**src/design/set_assoc_cache_tag_lookup_top_defines.svh**
```systemverilog
// Assertion macros used by the cache tag lookup back end.
// Depends on nothing; included by files that assert.
`ifndef SET_ASSOC_CACHE_TAG_LOOKUP_TOP_DEFINES_SVH
`define SET_ASSOC_CACHE_TAG_LOOKUP_TOP_DEFINES_SVH
// Implication checked on every rising clock edge outside reset
`define SACL_ASSERT_IMP(lbl, ante, cons, msg) \
  lbl: assert property (@(posedge clk) disable iff (!rst_n) (ante) |-> (cons)) else $error(msg);
// Next-cycle implication checked outside reset
`define SACL_ASSERT_NXT(lbl, ante, cons, msg) \
  lbl: assert property (@(posedge clk) disable iff (!rst_n) (ante) |=> (cons)) else $error(msg);
`endif

```
**src/design/sacl_pkg.sv**
```systemverilog
// Shared constants and types of the cache tag lookup.
// Depends on nothing.
`timescale 1ns / 1ps
`default_nettype none
package sacl_pkg;
  localparam int Sets = 64;
  localparam int Ways = 4;
  localparam int AddrBits = 32;
  localparam int SetW = $clog2(Sets);
  localparam int WayW = $clog2(Ways);
  localparam int LineW = SetW + WayW;
  localparam int Lines = Sets * Ways;
  localparam logic [1:0] POL_LRU = 2'd0;
  localparam logic [1:0] POL_LFU = 2'd1;
  localparam logic [2:0] REG_SET_BITS = 3'd0;
  localparam logic [2:0] REG_BLOCK_BITS = 3'd1;
  localparam logic [2:0] REG_WAYS = 3'd2;
  localparam logic [2:0] REG_POLICY = 3'd3;
  localparam logic [2:0] REG_HIT_TIME = 3'd4;
  localparam logic [2:0] REG_MISS_PEN = 3'd5;
  // one classified beat passed from front to back
  typedef struct packed {
    logic [SetW-1:0] set;
    logic [31:0]     tag;
  } req_t;
endpackage
`default_nettype wire

```
**src/design/sacl_front.sv**
```systemverilog
// Front end: accepts addresses, splits set and tag, holds a one-entry queue.
// Depends on sacl_pkg.
`timescale 1ns / 1ps
`default_nettype none
module sacl_front (
  input  wire               clk,
  input  wire               rst_n,
  input  wire               start,
  input  wire [31:0]        in_address,
  input  wire [2:0]         set_bits,
  input  wire [4:0]         block_bits,
  input  wire               pop,
  input  wire               hold,
  output logic              busy,
  output logic              q_valid,
  output sacl_pkg::req_t    q_req
);
  logic           q_valid_r, q_valid_nxt;
  sacl_pkg::req_t q_req_r;
  sacl_pkg::req_t cls;
  logic [5:0]     sh;
  logic [31:0]    shifted;

  // classify the address
  always_comb begin
    sh = {1'b0, block_bits} + {3'b0, set_bits};
    shifted = in_address >> block_bits;
    cls.set = sacl_pkg::SetW'(shifted & ((32'd1 << set_bits) - 32'd1));
    cls.tag = (sh >= 6'd32) ? 32'd0 : (in_address >> sh);
  end

  // refuse beats while a beat is queued or the back end is still clearing
  assign busy = q_valid_r | hold;
  assign q_valid = q_valid_r;
  assign q_req = q_req_r;

  // hold one beat until the back end takes it
  always_comb begin
    q_valid_nxt = q_valid_r;
    if (pop) q_valid_nxt = 1'b0;
    if (start && !busy) q_valid_nxt = 1'b1;
  end

  always_ff @(posedge clk) begin
    if (!rst_n) q_valid_r <= 1'b0;
    else q_valid_r <= q_valid_nxt;
    if (start && !busy) q_req_r <= cls;
  end
endmodule
`default_nettype wire

```
**config.mk**
```make
export PLATFORM = sky130hd
export DESIGN_NAME = sacl_front
export DESIGN_NICKNAME = d
export VERILOG_FILES = /design/src/design/set_assoc_cache_tag_lookup_top_defines.svh /design/src/design/sacl_pkg.sv /design/src/design/sacl_front.sv
export SDC_FILE = /design/constraint.sdc
export NUM_CORES = 1
export LEC_CHECK = 0
export BUFFER_PORTS_ARGS = -buffer_cell sky130_fd_sc_hd__buf_4
export CAP_MARGIN = 40
export CORE_ASPECT_RATIO = 0.9
export CORE_UTILIZATION = 57
export DETAILED_ROUTE_END_ITERATION = 6
export PLACE_DENSITY = 0.87
export REMOVE_ABC_BUFFERS = 1
export SKIP_LAST_GASP = 1
export SYNTH_ARGS = -nofsm -noshare
export SYNTH_HDL_FRONTEND = slang
export SYNTH_SLANG_ARGS = --single-unit
```
**constraint.sdc**
```tcl
create_clock -name clk -period 3.7 [get_ports clk]
set_input_delay 0.74 -clock clk [delete_from_list [all_inputs] [get_ports clk]]
set_output_delay 0.74 -clock clk [all_outputs]
set_load 0.01 [all_outputs]
```
==> qor.yml, run 1 <==
drt:
  via_per_inst: 6.77
  drcViolationCount: 0
  wl_per_cell_um: 21.6
  dr.pass1.iters: 5
  drt-total-wl_um: 12300
  vias: 3845
  final_antenna_net_count: 0
  drt_iter0_markers: 348
final_layout:
  syn2layout_area_growth_pct: 16.4
  nNetsFinal: 520
  n_antenna_cell: 0
  drive_gt1_frac: 0.377
  final_cell_count_no_fill: 568
grt:
  use_met3: 0.0532
  grt_antenna_before_repair: 0
  grt_overflow: 0
  grt_busiest_layer: "met2"
  grt_pass1_wl_um: 19300
  grt_max_degree: 40
  met2_usage: 0.487
  track_usage: 0.312
  grt_pass1_vias: 3561
  use_met1: 0.458
floorplanning:
  ios: 85
  die_w_um: 94.8
  coreArea_um2: 7510
  fp-row-count: 30
  die-area_um2: 8110
  die_h_um: 85.5
  start_util: 0.589
clock_network:
  cts_tree: "done"
  clock_path_buffers: 2
  ctsResizeCount: 0
  path_clk_slew_ns: 0.08
  cts_hold_buf: 0
  insertion_delay_ns: 0.29
  root_buffer: "clkbuf_8"
  clock-sinks: 39
  numCtsBuffers: 5
  post_cts_buffers: 0
  h-tree-depth: 2
critical_path:
  cp_max_fo: 39
  startpoint_type: "input port"
  timing.rr.end: "q_req[12]"
  end_kind: "register"
  arrival_ns: 3.26
  reg2reg_setup_slack_ns: 1.93
  reg2regPathDepth: 3
  critPathMaxStageDelay_ns: 0.57
  cp_slowest_cell: "mux4_1"
  crit_type: "in -> reg"
  path_cells: "buf_4, ha_1, fa_2, buf_12, mux2i_1, inv_1, mux4_1, nand2b_1, o311ai_0"
  r2r_start: "q_valid"
  crit_path_start: "set_bits[0]"
  critPathRequiredTime_ns: 3.71
worst_hold_path:
  hold_path_depth: 2
  holdPathEnd: "q_valid"
  holdCritStartpoint: "q_valid"
  hold_class: "reg -> reg"
power_and_ir_drop:
  switching_share: 0.377
  pwr-share-comb: 0.518
  p_per_area_nw_per_um2: 336
  p_switching_mw: 0.653
  pwr-share-seq: 0.313
  power_mw: 1.73
  peakVddDrop_uv: 191
  cellLeakagePower_nw: 2.09
  p_clk_frac: 0.169
  intPower_mw: 1.08
placement:
  dp_cells: 560
  io_buffers: 84
  dp_slack_ns: 0.193
  gp_congestion: 0.920
  hpwl_um: 9360
outcome:
  outcome: "completed"
yosys:
  synth.most_common_cell: "mux2i_1"
  ys_top_cells_by_area: "edfxtp_1 26%, mux4_2 17%, mux2i_1 15%, mux2_2 5.9%, nand2_1 3.4%"
  ys_async_sr_fraction: 0
  synth-seq-area-share: 0.263
  synth_cells: 399
  synth_area_um2: 4420
  ys_seq_elements: 39
  ys_types: 62
  avgSynthCellArea_um2: 11.1
  synth_top_area_frac: 0.258
  synth_edf_count: 38
  synth_warnings: 0
  synth_common_cells: "67 x mux2i_1, 40 x nand2_1, 38 x edfxtp_1"
  yosys_most_used_dff: "edfxtp_1"
  synth_top_area_cell: "edfxtp_1"
run:
  maxCapViolations: 0
sta:
  fin_ws_ns: 0.448
  period_minus_slack_ns: 3.25
  tightest_slew_ns: 0.688
  fmax_mhz: 307
  clock_skew_ns: 0.00253
  setup_violations: 0
  hold_viol: 0
  rsz0062_at_grt: "no"
  slew_viol_final: 0
  finalCritPeriodShare: 0.879
  relSlewSlack: 0.541
## logic make-up (layout without fill, tap and decap cells)
logic type      Yosys count  in the layout  synth area share
mux                     127            127             0.400
simple gates            101            101             0.107
compound gates           81             81             0.133
buf+inv                  41            114            0.0626
flops                    39             39             0.263
xor+xnor                  6              6            0.0221
fa+ha+maj                 4              4            0.0130
## layer usage
metal / up-vias / wire length [µm]
met1: 1834 / 5020
met3: 20 / 1270
li1: 1728 / -
met4: 0 / 161
met2: 263 / 5800
met5: - / 0
## metrics by stage
step | setup TNS (ns) | area, µm² | hold WS (ns) | utilization
final | 0 | 5140 | 0.636 | 0.685
after global routing | 0 | 5140 | 0.659 | 0.685
after CTS | 0 | 5140 | 0.642 | 0.685
after detailed placement | 0 | 5060 | 0.615 | 0.674
after global placement | 0 | 5060 | 0.588 | 0.674
after floorplan | -1.00 | 4180 | 0.627 | -
## registers in the layout, indices dropped and copies added, names as in the netlist
| name | cells |
|---|---|
| q_valid | 1 |
| q_req | 38 |
## how the worst max path moves through the flow
| stage | to | cells after the start | slack [ns] |
|---|---|---|---|
| floorplan | q_req[14] | 6 | -0.18 |
| global placement | q_req[14] | 9 | 0.24 |
| detailed placement | q_req[14] | 9 | 0.19 |
| CTS | q_req[14] | 9 | 0.50 |
| global route | q_req[14] | 9 | 0.39 |
| finish | q_req[14] | 9 | 0.45 |
## cell type report
type | count | area (µm²)
Clock inverter | 2 | 12.5
Clock buffer | 6 | 72.6
Tap cell | 96 | 120
Sequential cell | 39 | 1160
Multi-Input combinational cell | 319 | 2990
Fill cell | 592 | 2360
Inverter | 9 | 33.8
Timing Repair Buffer | 97 | 753
## power groups by stage
| stage | logic, mW | clock network [mW] | registers [mW] |
|---|---|---|---|
| 2_1_floorplan | 0.556 | 0 | 0.568 |
| 3_3_place_gp | 0.857 | 0 | 0.551 |
| 3_5_place_dp | 0.876 | 0 | 0.552 |
| 4_1_cts | 0.880 | 0.289 | 0.542 |
| 5_1_grt | 0.960 | 0.306 | 0.544 |
| 6_report | 0.896 | 0.292 | 0.541 |
## cells in the final DEF (no fill, tap or decap), types with 2 or more instances in the layout
cell,n
buf_12,2
a221o_1,5
mux4_1,3
o21ai_0,12
nor2_1,32
o32ai_1,2
a211oi_1,10
o22ai_1,3
nand2b_1,2
xnor2_1,2
nor3_1,3
nor2b_1,6
edfxtp_1,38
inv_1,8
or3_1,3
o221ai_1,8
o21a_1,4
mux4_2,33
mux2_2,23
o211ai_1,2
nor4_1,2
xnor2_4,2
mux2i_1,67
ha_1,3
clkbuf_8,5
nand2_1,40
a21oi_1,18
o221ai_2,2
nand3_1,3
buf_4,95
or2_2,2
a221oi_1,2
## critical path, delay by kind of cell
kind	cells	cell delay [ns]
AO/OA/AOI/OAI	1	0.15
adder cells (fa/ha/maj)	2	0.79
buffers and inverters	3	0.47
multiplexers	2	1.00
AND/OR/NAND/NOR	1	0.10
Power figures use the tool's default switching activity.
==> run 2, diff against run 1 <==
- CORE_UTILIZATION: 57 -> 58
- CTS_BUF_LIST: unset -> sky130_fd_sc_hd__clkbuf_8
- PLACE_DENSITY: 0.87 -> 0.83
==> run 2 against run 1 <==
Compared with the run above: die area shrank 1.7%; highest routed layer unchanged; maximum frequency decreased by 3.9%; clock skew is 0.015 ns higher; critical path type unchanged.
==> qor.yml, run 2 (synthesis gave the netlist of run 1 again) <==
run:
  maxCapViolations: 0  # unchanged
placement:
  gp_congestion: 0.949  # +3.2%
  dp_cells: 562  # +0.36%
  io_buffers: 84  # unchanged
  dpl_cell_area_um2: 5100  # +0.82%
  hpwl_um: 9760  # +4.2%
  dp_slack_ns: 0.0817  # -0.111 ns
sta:
  setup_violations: 0  # unchanged
  fin_ws_ns: 0.314  # -0.134 ns
  rsz0062_at_grt: "no"
  period_minus_slack_ns: 3.39  # +0.134 ns
  tightest_slew_ns: 0.680  # -0.00835 ns
  fmax_mhz: 295  # -3.9%
  hold_viol: 0  # unchanged
  finalCritPeriodShare: 0.915  # +0.0361
  clock_skew_ns: 0.0178  # +0.0152 ns
  relSlewSlack: 0.545  # +0.00333
  worst_hold_slack_ns: 0.626  # -0.00976 ns
  slew_viol_final: 0  # unchanged
clock_network:
  numCtsBuffers: 5  # unchanged
  post_cts_buffers: 0  # unchanged
  ctsResizeCount: 0  # unchanged
  path_clk_slew_ns: 0.08  # about the same
  h-tree-depth: 2  # unchanged
  insertion_delay_ns: 0.31  # +0.02 ns
  clock-sinks: 39  # unchanged
  clock_path_buffers: 2  # unchanged
  cts_hold_buf: 0  # unchanged
  root_buffer: "clkbuf_8"
  cts_tree: "done"
floorplanning:
  die-area_um2: 7970  # -1.7%
  fp-row-count: 29  # -3.3%
  die_w_um: 94.0  # -0.85%
  start_util: 0.612  # +0.0234
  ios: 85  # unchanged
  coreArea_um2: 7220  # -3.8%
  die_h_um: 84.8  # -0.85%
critical_path:
  critPathMaxStageDelay_ns: 0.86  # +0.29 ns
  crit_type: "in -> reg"
  path_cells: "buf_4, ha_1, fa_2, buf_12, mux2i_1, mux2i_1, mux2i_1, a21oi_1, a221o_1"
  startpoint_type: "input port"
  crit_path_start: "set_bits[0]"
  critPathBufInv: 2  # -1
  cp.depth: 9  # unchanged
  critical-path-top-delay-family: "adder cells"
  reg2reg_setup_slack_ns: 2.02  # +0.09 ns
  arrival_ns: 3.43  # +0.17 ns
  r2r_start: "q_valid"
  crit_path_end: "q_req[0]"
  critPathRequiredTime_ns: 3.75  # +0.04 ns
  timing.rr.end: "q_req[24]"
  cpMostUsedCell: "mux2i_1"
  reg2regPathDepth: 3  # unchanged
  cp_slowest_cell: "fa_2"
  end_kind: "register"
  cp_max_fo: 19  # -51%
grt:
  track_usage: 0.329  # +0.0170
  grt_max_degree: 33  # -18%
  grt_overflow: 0  # unchanged
  grt_antenna_before_repair: 0  # unchanged
  grt_pass1_vias: 3740  # +5.0%
  grt_pass1_wl_um: 20000  # +3.9%
power_and_ir_drop:
  peakVddDrop_uv: 205  # +7.3%
  cellLeakagePower_nw: 2.12  # +1.5%
  p_per_area_nw_per_um2: 337  # +0.39%
final_layout:
  drive_gt1_frac: 0.384  # +0.00653
  final_cell_mix: "100 x buf_4, 67 x mux2i_1, 40 x nand2_1"
  nNetsFinal: 525  # +0.96%
  layout_commonest_cell: "buf_4"
  final_cell_count_no_fill: 570  # +0.35%
  largest_reg_flops: 38  # unchanged
  n_antenna_cell: 0  # unchanged
  fin_area_um2: 5190  # +0.80%
  final_util: 0.718  # +0.0329
  syn2layout_area_growth_pct: 17.4
drt:
  drt-total-wl_um: 12700  # +3.7%
  wl_per_cell_um: 22.3  # +3.3%
  dr.pass1.iters: 6  # +1
  final_antenna_net_count: 0  # unchanged
  drcViolationCount: 0  # unchanged
  via_per_inst: 7.00  # +3.4%
  vias: 3988  # +3.7%
  drt_iter0_markers: 519  # +49%
outcome:
  outcome: "completed"
worst_hold_path:
  hold_class: "reg -> reg"
## run 2: final cells by class
class	count	area (µm²)
clock buffer	5	68.8
clock inverter	3	16.3
fill	539	2030
inverter	9	33.8
multi-input combinational	319	2990
sequential	39	1160
tap	93	116
timing repair buffer	102	798
## run 2: through the flow
step	setup TNS, ns	total power [mW]
global route	0	1.82
global placement	0	1.41
detailed placement	0	1.44
CTS	0	1.73
floorplan	-1.00	1.12
finish	0	1.75
## run 2: power by group
group          leakage, nW  total [mW]  switching [mW]  internal (mW)
clock network       0.0453       0.296           0.167          0.129
registers            0.378       0.542         0.00876          0.534
logic                 1.69       0.911           0.492          0.419
## run 2: worst min path at each step
| stage | depth (start not counted) | to | from | slack [ns] |
|---|---|---|---|---|
| after detailed placement | 2 | q_valid | q_valid | 0.60 |
| after floorplan | 2 | q_valid | q_valid | 0.63 |
| after global placement | 2 | q_valid | q_valid | 0.58 |
| final | 2 | q_valid | q_valid | 0.63 |
| after global routing | 2 | q_valid | rst_n | 0.65 |
| after CTS | 2 | q_valid | q_valid | 0.62 |
## run 2: worst register-to-register path: stages, from the launching register on
cell	delay, ns
dfxtp_1	0.33
or2_2	0.33
nor2_4	0.48
buf_16	0.25
## run 2: routing by layer
metal  wire, µm  global-route usage  vias to the layer above
met3       1450              0.0573                       33
met1       5200               0.496                     1907
met5          0                   0                        -
met2       5800               0.492                      309
li1           -                   -                     1739
met4        251              0.0867                        0
